`config.mk`:
```
export PLATFORM = sky130hd
export DESIGN_NAME = first_fit_run_allocator_core
export DESIGN_NICKNAME = d
export VERILOG_FILES = /design/src/rtl/ffra_pkg.sv /design/src/rtl/ffra_slot_ram.sv /design/src/rtl/first_fit_run_allocator_core.sv
export VERILOG_INCLUDE_DIRS = /design/src /design/src/rtl
export SDC_FILE = /design/constraint.sdc
export NUM_CORES = 2
export LEC_CHECK = 0
export BUFFER_PORTS_ARGS = -buffer_cell sky130_fd_sc_hd__buf_2
export CAP_MARGIN = 20
export CORE_UTILIZATION = 55
export DETAILED_ROUTE_END_ITERATION = 12
export PLACE_DENSITY_LB_ADDON = 0.2
export SLEW_MARGIN = 40
export SYNTH_ARGS = -nofsm -noshare
export SYNTH_HDL_FRONTEND = slang
export SYNTH_SLANG_ARGS = --single-unit
```
`constraint.sdc`:
```
create_clock -name i_clk -period 13.8 [get_ports i_clk]
set_clock_uncertainty 0.15 [all_clocks]
set_input_delay 2.76 -clock i_clk [delete_from_list [all_inputs] [get_ports i_clk]]
set_output_delay 2.76 -clock i_clk [all_outputs]
set_load 0.03 [all_outputs]
```
`src/rtl/first_fit_run_allocator_core_assert.svh`:
```
// ----------------------------------------------------------------------------
// Assertion macros for the first-fit run allocator
// Shared forms of the concurrent checks, clocked on i_clk and held off while
// i_rst_n is low.
// ----------------------------------------------------------------------------
`ifndef FIRST_FIT_RUN_ALLOCATOR_CORE_ASSERT_SVH
`define FIRST_FIT_RUN_ALLOCATOR_CORE_ASSERT_SVH

// The consequent must hold in the same cycle as the antecedent.
`define FFRA_ASSERT_IMPLIES(label, ante, cons, msg) \
    label: assert property (@(posedge i_clk) disable iff (!i_rst_n) \
        (ante) |-> (cons)) else $error(msg);

// The condition must hold at every clock edge outside reset.
`define FFRA_ASSERT_ALWAYS(label, cond, msg) \
    label: assert property (@(posedge i_clk) disable iff (!i_rst_n) \
        (cond)) else $error(msg);

`endif

```
`src/rtl/ffra_pkg.sv`:
```
// ----------------------------------------------------------------------------
// First-fit run allocator package
// Field widths, status and mode codes, and the default table size.
// ----------------------------------------------------------------------------
package ffra_pkg;

    localparam int SLOTS_DEF = 256;

    localparam int MODE_W   = 1;
    localparam int RUN_W    = 9;
    localparam int INDEX_W  = 8;
    localparam int STATUS_W = 2;
    localparam int FIRST_W  = 8;
    localparam int END_W    = 9;

    localparam logic [MODE_W-1:0] MODE_ALLOC = 1'b0;
    localparam logic [MODE_W-1:0] MODE_FREE  = 1'b1;

    localparam logic [STATUS_W-1:0] ST_OK       = 2'd0;
    localparam logic [STATUS_W-1:0] ST_FULL     = 2'd1;
    localparam logic [STATUS_W-1:0] ST_BAD_FREE = 2'd2;

endpackage

```
`src/rtl/ffra_slot_ram.sv`:
```
// ----------------------------------------------------------------------------
// Slot table memory
// One write port and one read port, read data registered.
// ----------------------------------------------------------------------------
module ffra_slot_ram #(
    parameter int DEPTH  = 256,
    parameter int ADDR_W = 8,
    parameter int DATA_W = 10
) (
    input  logic              i_clk,
    input  logic              i_wr_en,
    input  logic [ADDR_W-1:0] i_wr_addr,
    input  logic [DATA_W-1:0] i_wr_data,
    input  logic [ADDR_W-1:0] i_rd_addr,
    output logic [DATA_W-1:0] o_rd_data
);

    logic [DATA_W-1:0] r_mem [DEPTH];

    always_ff @(posedge i_clk) begin
        if (i_wr_en) begin
            r_mem[i_wr_addr] <= i_wr_data;
        end
    end

    always_ff @(posedge i_clk) begin
        o_rd_data <= r_mem[i_rd_addr];
    end

endmodule

```
`src/rtl/first_fit_run_allocator_core.sv`:
```
// ----------------------------------------------------------------------------
// First-fit run allocator core
// Allocates runs of contiguous slots first-fit and frees single slots.
// ----------------------------------------------------------------------------
// After reset the block sweeps the slot table once, one slot per cycle, so it
// accepts no request until that sweep is done. Each slot's active bit and
// run length share one table word behind a single registered read port, and
// every request is walked through that port by a small sequencer. A free reads
// its slot and then frees it. An allocate hops run by run from the search
// start, then marks the granted run slot by slot; when the search fails on
// stale run lengths, a rebuild pass and a second search from slot 0 are
// added. Results stay on the output until taken, and the next request is
// accepted only after that.
`include "first_fit_run_allocator_core_assert.svh"

module first_fit_run_allocator_core #(
    parameter int SLOTS = ffra_pkg::SLOTS_DEF
) (
    input  logic                          i_clk,
    input  logic                          i_rst_n,
    input  logic                          i_in_valid,
    output logic                          o_in_ready,
    input  logic [ffra_pkg::MODE_W-1:0]   i_mode,
    input  logic [ffra_pkg::RUN_W-1:0]    i_run_length,
    input  logic [ffra_pkg::INDEX_W-1:0]  i_slot_index,
    output logic                          o_out_valid,
    input  logic                          i_out_ready,
    output logic [ffra_pkg::STATUS_W-1:0] o_status,
    output logic [ffra_pkg::FIRST_W-1:0]  o_first_slot,
    output logic [ffra_pkg::END_W-1:0]    o_end_mark
);

    import ffra_pkg::*;

    localparam int IDX_W  = (SLOTS > 1) ? $clog2(SLOTS) : 1;
    localparam int LEN_W  = $clog2(SLOTS + 1);
    localparam int CMP_W  = ((LEN_W > RUN_W) ? LEN_W : RUN_W) + 1;
    localparam int WORD_W = LEN_W + 1;

    typedef enum logic [7:0] {
        S_CLEAR   = 8'b0000_0001,
        S_IDLE    = 8'b0000_0010,
        S_FREE    = 8'b0000_0100,
        S_SEARCH  = 8'b0000_1000,
        S_REBUILD = 8'b0001_0000,
        S_RESTART = 8'b0010_0000,
        S_FILL    = 8'b0100_0000,
        S_OUT     = 8'b1000_0000
    } t_state;

    t_state r_state, n_state;

    logic [IDX_W-1:0]    r_ptr, n_ptr;
    logic [IDX_W-1:0]    r_e, n_e;
    logic [IDX_W-1:0]    r_s, n_s;
    logic [LEN_W-1:0]    r_k, n_k;
    logic [RUN_W-1:0]    r_n, n_n;
    logic [IDX_W-1:0]    r_search_start, n_search_start;
    logic                r_runs_fresh, n_runs_fresh;
    logic [LEN_W-1:0]    r_high_water, n_high_water;
    logic [STATUS_W-1:0] r_status, n_status;
    logic [IDX_W-1:0]    r_first, n_first;
    logic                r_prev_act, n_prev_act;
    logic [LEN_W-1:0]    r_prev_run, n_prev_run;

    logic              ram_wr_en;
    logic [IDX_W-1:0]  ram_wr_addr;
    logic [WORD_W-1:0] ram_wr_data;
    logic [IDX_W-1:0]  ram_rd_addr;
    logic [WORD_W-1:0] ram_rd_data;

    logic             rd_act;
    logic [LEN_W-1:0] rd_run;
    logic [CMP_W-1:0] hop_next;
    logic [CMP_W-1:0] grant_end;
    logic [LEN_W-1:0] rebuild_run;
    logic             idx_out_of_range;

    ffra_slot_ram #(
        .DEPTH  (SLOTS),
        .ADDR_W (IDX_W),
        .DATA_W (WORD_W)
    ) u_slot_ram (
        .i_clk     (i_clk),
        .i_wr_en   (ram_wr_en),
        .i_wr_addr (ram_wr_addr),
        .i_wr_data (ram_wr_data),
        .i_rd_addr (ram_rd_addr),
        .o_rd_data (ram_rd_data)
    );

    assign rd_act = ram_rd_data[LEN_W];
    assign rd_run = ram_rd_data[LEN_W-1:0];

    // A zero run length would stall the walk, so it hops by one slot instead.
    assign hop_next = CMP_W'(r_e) + ((rd_run == '0) ? CMP_W'(1) : CMP_W'(rd_run));

    assign grant_end = CMP_W'(r_s) + CMP_W'(r_n);

    assign rebuild_run = ((r_ptr == IDX_W'(SLOTS - 1)) || (rd_act != r_prev_act))
                         ? LEN_W'(1) : LEN_W'(r_prev_run + LEN_W'(1));

    assign idx_out_of_range = (32'(i_slot_index) >= 32'(SLOTS));

    assign o_in_ready   = (r_state == S_IDLE);
    assign o_out_valid  = (r_state == S_OUT);
    assign o_status     = r_status;
    assign o_first_slot = FIRST_W'(r_first);
    assign o_end_mark   = END_W'(r_high_water);

    always_comb begin
        n_state        = r_state;
        n_ptr          = r_ptr;
        n_e            = r_e;
        n_s            = r_s;
        n_k            = r_k;
        n_n            = r_n;
        n_search_start = r_search_start;
        n_runs_fresh   = r_runs_fresh;
        n_high_water   = r_high_water;
        n_status       = r_status;
        n_first        = r_first;
        n_prev_act     = r_prev_act;
        n_prev_run     = r_prev_run;
        ram_wr_en      = 1'b0;
        ram_wr_addr    = r_ptr;
        ram_wr_data    = '0;
        ram_rd_addr    = r_e;

        case (r_state)
            S_CLEAR: begin
                ram_wr_en   = 1'b1;
                ram_wr_addr = r_ptr;
                ram_wr_data = {1'b0, LEN_W'(LEN_W'(SLOTS) - LEN_W'(r_ptr))};
                n_ptr       = IDX_W'(r_ptr + IDX_W'(1));
                if (r_ptr == IDX_W'(SLOTS - 1)) begin
                    n_state = S_IDLE;
                end
            end
            S_IDLE: begin
                if (i_in_valid) begin
                    n_n     = i_run_length;
                    n_first = '0;
                    if (i_mode == MODE_FREE) begin
                        if (idx_out_of_range) begin
                            n_status = ST_BAD_FREE;
                            n_state  = S_OUT;
                        end else begin
                            ram_rd_addr = IDX_W'(i_slot_index);
                            n_e         = IDX_W'(i_slot_index);
                            n_state     = S_FREE;
                        end
                    end else if (i_run_length == '0) begin
                        n_status = ST_FULL;
                        n_state  = S_OUT;
                    end else begin
                        ram_rd_addr = r_search_start;
                        n_e         = r_search_start;
                        n_state     = S_SEARCH;
                    end
                end
            end
            S_FREE: begin
                if (!rd_act) begin
                    n_status = ST_BAD_FREE;
                end else begin
                    ram_wr_en   = 1'b1;
                    ram_wr_addr = r_e;
                    ram_wr_data = {1'b0, LEN_W'(1)};
                    n_status    = ST_OK;
                end
                n_state = S_OUT;
            end
            S_SEARCH: begin
                if (!rd_act && (CMP_W'(rd_run) >= CMP_W'(r_n))) begin
                    n_s     = r_e;
                    n_k     = '0;
                    n_state = S_FILL;
                end else if (hop_next < CMP_W'(SLOTS)) begin
                    ram_rd_addr = IDX_W'(hop_next);
                    n_e         = IDX_W'(hop_next);
                end else if (!r_runs_fresh) begin
                    // Rebuild walks from the top slot down, one slot per cycle.
                    ram_rd_addr = IDX_W'(SLOTS - 1);
                    n_ptr       = IDX_W'(SLOTS - 1);
                    n_state     = S_REBUILD;
                end else begin
                    n_status = ST_FULL;
                    n_state  = S_OUT;
                end
            end
            S_REBUILD: begin
                ram_wr_en   = 1'b1;
                ram_wr_addr = r_ptr;
                ram_wr_data = {rd_act, rebuild_run};
                n_prev_act  = rd_act;
                n_prev_run  = rebuild_run;
                if (r_ptr == '0) begin
                    n_runs_fresh   = 1'b1;
                    n_search_start = '0;
                    n_state        = S_RESTART;
                end else begin
                    ram_rd_addr = IDX_W'(r_ptr - IDX_W'(1));
                    n_ptr       = IDX_W'(r_ptr - IDX_W'(1));
                end
            end
            S_RESTART: begin
                // Slot 0 was written last cycle, so its read is issued only now.
                ram_rd_addr = '0;
                n_e         = '0;
                n_state     = S_SEARCH;
            end
            S_FILL: begin
                ram_wr_en   = 1'b1;
                ram_wr_addr = IDX_W'(CMP_W'(r_s) + CMP_W'(r_k));
                ram_wr_data = {1'b1, LEN_W'(CMP_W'(r_n) - CMP_W'(r_k))};
                n_k         = LEN_W'(r_k + LEN_W'(1));
                if (CMP_W'(r_k) == CMP_W'(r_n) - CMP_W'(1)) begin
                    n_runs_fresh   = 1'b0;
                    n_search_start = r_s;
                    n_first        = r_s;
                    n_status       = ST_OK;
                    if (grant_end > CMP_W'(r_high_water)) begin
                        n_high_water = LEN_W'(grant_end);
                    end
                    n_state = S_OUT;
                end
            end
            S_OUT: begin
                if (i_out_ready) begin
                    n_state = S_IDLE;
                end
            end
            default: begin
                n_state = S_CLEAR;
                n_ptr   = '0;
            end
        endcase
    end

    always_ff @(posedge i_clk) begin
        if (!i_rst_n) begin
            r_state        <= S_CLEAR;
            r_ptr          <= '0;
            r_search_start <= '0;
            r_runs_fresh   <= 1'b1;
            r_high_water   <= '0;
        end else begin
            r_state        <= n_state;
            r_ptr          <= n_ptr;
            r_search_start <= n_search_start;
            r_runs_fresh   <= n_runs_fresh;
            r_high_water   <= n_high_water;
        end
    end

    always_ff @(posedge i_clk) begin
        r_e        <= n_e;
        r_s        <= n_s;
        r_k        <= n_k;
        r_n        <= n_n;
        r_status   <= n_status;
        r_first    <= n_first;
        r_prev_act <= n_prev_act;
        r_prev_run <= n_prev_run;
    end

    `FFRA_ASSERT_IMPLIES(a_fail_first_zero, o_out_valid && (o_status != ST_OK), o_first_slot == '0, "failed request reports a nonzero first slot")
    `FFRA_ASSERT_IMPLIES(a_fill_in_run, r_state == S_FILL, CMP_W'(r_k) < CMP_W'(r_n), "fill ran past the granted run")
    `FFRA_ASSERT_IMPLIES(a_grant_below_mark, o_out_valid && (o_status == ST_OK) && (r_runs_fresh == 1'b0) && (r_search_start == r_first), CMP_W'(r_first) < CMP_W'(r_high_water) || (r_n == '0), "granted run lies above the high-water mark")
    `FFRA_ASSERT_IMPLIES(a_mark_monotonic, ($past(r_state) != S_CLEAR) && (r_state != S_CLEAR), r_high_water >= $past(r_high_water), "high-water mark decreased")

endmodule
```
==> results.py <==
metrics = {
    "sta": {
        "worst_slack_ps": 5190,
        "finalCritPeriodShare": 0.624,
        "setup_violations": 0,
        "slew_headroom": 0.376,
        "fin_tns_setup_ps": 0,
        "fmax_mhz": 116,
        "slew_viol_final": 0,
        "rsz0062_at_grt": "false",
        "tightest_slew_ps": 927,
        "min_period_ps": 8610,
        "hold_violations": 0,
    },
    "detailed_routing": {
        "vias": 70400,
        "ant_nets": 0,
        "routed_wl_mm": 325,
        "drt_iter0_markers": 10500,
        "drc": 0,
        "post_drt_wl_per_cell_um": 30.2,
        "drt_pass1_iterations": 6,
        "via_per_inst": 6.56,
    },
    "synth": {
        "synthArstFlopShare": 0,
        "syn_area_um2": 110000,
        "syn_inst": 7916,
        "synth_cell_types": 92,
        "synthTopCellsByArea": "edfxtp_1, mux2i_1, nand2_1",
        "synth_top_cell_area_share": 0.711,
        "ys_warn_count": 0,
        "synthTopCellsByCount": "edfxtp_1, nand2_1, nand3_1, mux2i_1, nor2_1",
        "synth-edff-count": 2614,
        "synth-seq-area-share": 0.719,
        "synth_fp_nets": 7996,
        "synth.avg_cell_area_um2": 13.9,
        "ys_ff_latch": 2658,
        "dominantRegCellSynth": "edfxtp_1",
        "yosysMostFrequentCell": "edfxtp_1",
        "yosys.area.top_type": "edfxtp_1",
    },
    "setup_path": {
        "critPathArrivalTime_ps": 9330,
        "cp.required_ps": 14520,
        "crit_family": "compound AO/OA/AOI/OAI gates",
        "critPathBufInv": 3,
        "cp-startpoint": "i_run_length[2]",
        "critPathKind": "in -> reg",
        "crit_slowest_cell": "a311oi_1",
        "regToRegSetupSlack_ps": 5860,
        "crit_fanout": 43,
        "max_stage_delay_ps": 740,
        "cp_cell_sequence": "buf_2, or4_4, or3_1, a221oi_1, o32ai_1, a21oi_1, o21a_4, buf_4, buf_4, a2111oi_0, a311oi_1, nand3_1, nand4_1, nor4_1, nor4_1",
        "crit_path_start_kind": "input pin",
        "r2r_start": "u_slot_ram.o_rd_data[5]",
        "end_kind": "flip-flop",
    },
    "grt": {
        "grt_pass1_vias": 66400,
        "grt_pass1_wl_mm": 468,
        "grt.total_usage": 0.316,
        "grt_max_degree": 213,
        "overflow": 0,
        "antenna_found_initial": 9,
    },
    "clock_network": {
        "htreeDepth": 5,
        "post_cts_buffers": 0,
        "clock_latency_ps": 960,
        "cts-resized-gates": 0,
        "numCtsBuffers": 288,
        "clkSlewWorstSetupHoldPaths_ps": 60,
        "cts_tree": "done",
        "cts.sinks": 2658,
        "clockBufferDepth": 4,
        "cts_root_buf": "clkbuf_16",
        "holdBufCountCts": 0,
    },
    "finish": {
        "area_growth_pct": 11.2,
        "final_core_util": 0.615,
        "fin_nets": 7976,
        "fin_area_um2": 123000,
        "layout-drive-gt1-share": 0.115,
    },
    "placement": {
        "dp_hpwl_mm": 194,
        "gp_congestion": 0.937,
        "place_area_um2": 114000,
        "preCtsSetupSlack_ps": 4520,
        "io_buffer_count": 42,
    },
    "floorplanning": {
        "core_um2": 199000,
        "start_util": 0.553,
        "die_w_um": 450,
        "die_area_um2": 202000,
        "die_y_um": 450,
        "ios": 43,
        "placementRows": 164,
    },
    "power_and_ir_drop": {
        "power_density_nw_per_um2": 191,
        "p_leak_nw": 41.1,
        "totalPowerFinal_mw": 23.5,
        "peakVddDrop_uv": 303,
    },
    "run_status": {
        "status": "complete, no violations",
    },
    "hold_path": {
        "hp-class": "reg -> reg",
        "holdCritStartpoint": "r_search_start[4]",
    },
    "job": {
        "max-cap-violations": 0,
    },
}
-- flip-flops by register name, summed over array words and instances (netlist names) --
name                  flops
u_slot_ram.r_mem       2560
u_slot_ram.o_rd_data     10
o_end_mark                9
r_k                       9
r_n                       9
r_prev_run                9
o_first_slot              8
r_e                       8
r_ptr                     8
r_s                       8
r_search_start            8
r_state                   8
o_status                  2
r_prev_act                1
r_runs_fresh              1
-- metrics by stage --
stage	instances	hold slack, ps
after CTS	10700	371
final	10700	367
after global placement	10200	358
after detailed placement	10300	358
after floorplan	7916	324
after global routing	10700	395
-- power breakdown --
part / internal (mW) / switching (mW) / total [mW]
Combinational: 0.788 / 4.11 / 4.90
Clock: 4.07 / 3.05 / 7.12
Sequential: 11.4 / 0.0805 / 11.5
-- logic make-up after synthesis --
kind of cell | synth area share
flip-flops | 0.719
multiplexers | 0.0602
AO/OA/AOI/OAI | 0.0665
adder cells (fa/ha/maj) | 0.00685
XOR/XNOR | 0.00476
buffers and inverters | 0.0268
AND/OR/NAND/NOR | 0.116
-- layout make-up --
| type | instances | area (um^2) |
|---|---|---|
| antenna | 3 | 7.51 |
| clock buffer | 374 | 7720 |
| clock inverter | 106 | 721 |
| fill | 14700 | 76800 |
| inverter | 116 | 435 |
| multi-input combinational | 4618 | 29100 |
| sequential | 2658 | 79400 |
| tap | 2656 | 3320 |
| timing repair buffer | 214 | 2030 |
-- worst register-to-register path, cell delays in order, from the launching register on --
cell      delay (ps)
dfxtp_1          520
or4_1            590
o21ai_0          180
ha_1             230
inv_1             70
fa_1             440
nor2b_1          180
o31a_1           220
o31a_1           220
and3_1           430
a211oi_1         220
o21ai_4          620
buf_4            530
buf_12           430
buf_4            950
mux2i_1          200
mux2_2           370
o22ai_1          320
nor4_4           120
a32oi_1          580
o311a_1          280
-- layout by cell type, fill, tap and decap left out, types with 51 or more instances in the layout --
| cell type | netlist | routed |
|---|---|---|
| a2111oi_0 | 61 | 56 |
| a211oi_1 | 210 | 208 |
| a21oi_1 | 105 | 104 |
| and3_1 | 69 | 69 |
| buf_4 | 53 | 121 |
| clkbuf_1 | 206 | 74 |
| clkbuf_16 | 0 | 294 |
| clkinv_1 | 0 | 53 |
| edfxtp_1 | 2614 | 2614 |
| ha_1 | 54 | 54 |
| inv_1 | 115 | 115 |
| mux2i_1 | 631 | 631 |
| nand2_1 | 1411 | 1393 |
| nand3_1 | 691 | 689 |
| nand4_1 | 134 | 134 |
| nor2_1 | 360 | 106 |
| nor2_2 | 2 | 251 |
| o21ai_0 | 58 | 51 |
| o31a_1 | 83 | 83 |
-- path summary, 6_finish.rpt --
kind,cells after the start,to
hold / removal,2,r_search_start[4]
setup / recovery,15,u_slot_ram.o_rd_data[0]
setup reg to reg,20,u_slot_ram.o_rd_data[1]
hold reg to reg,2,r_search_start[4]
-- layer usage --
layer	vias up	wire length (um)	track usage
li1	30100	-	-
met1	35200	126000	0.445
met2	4363	147000	0.477
met3	773	36600	0.0677
met4	6	15700	0.137
met5	-	50	0
Power figures use the tool's default switching activity.
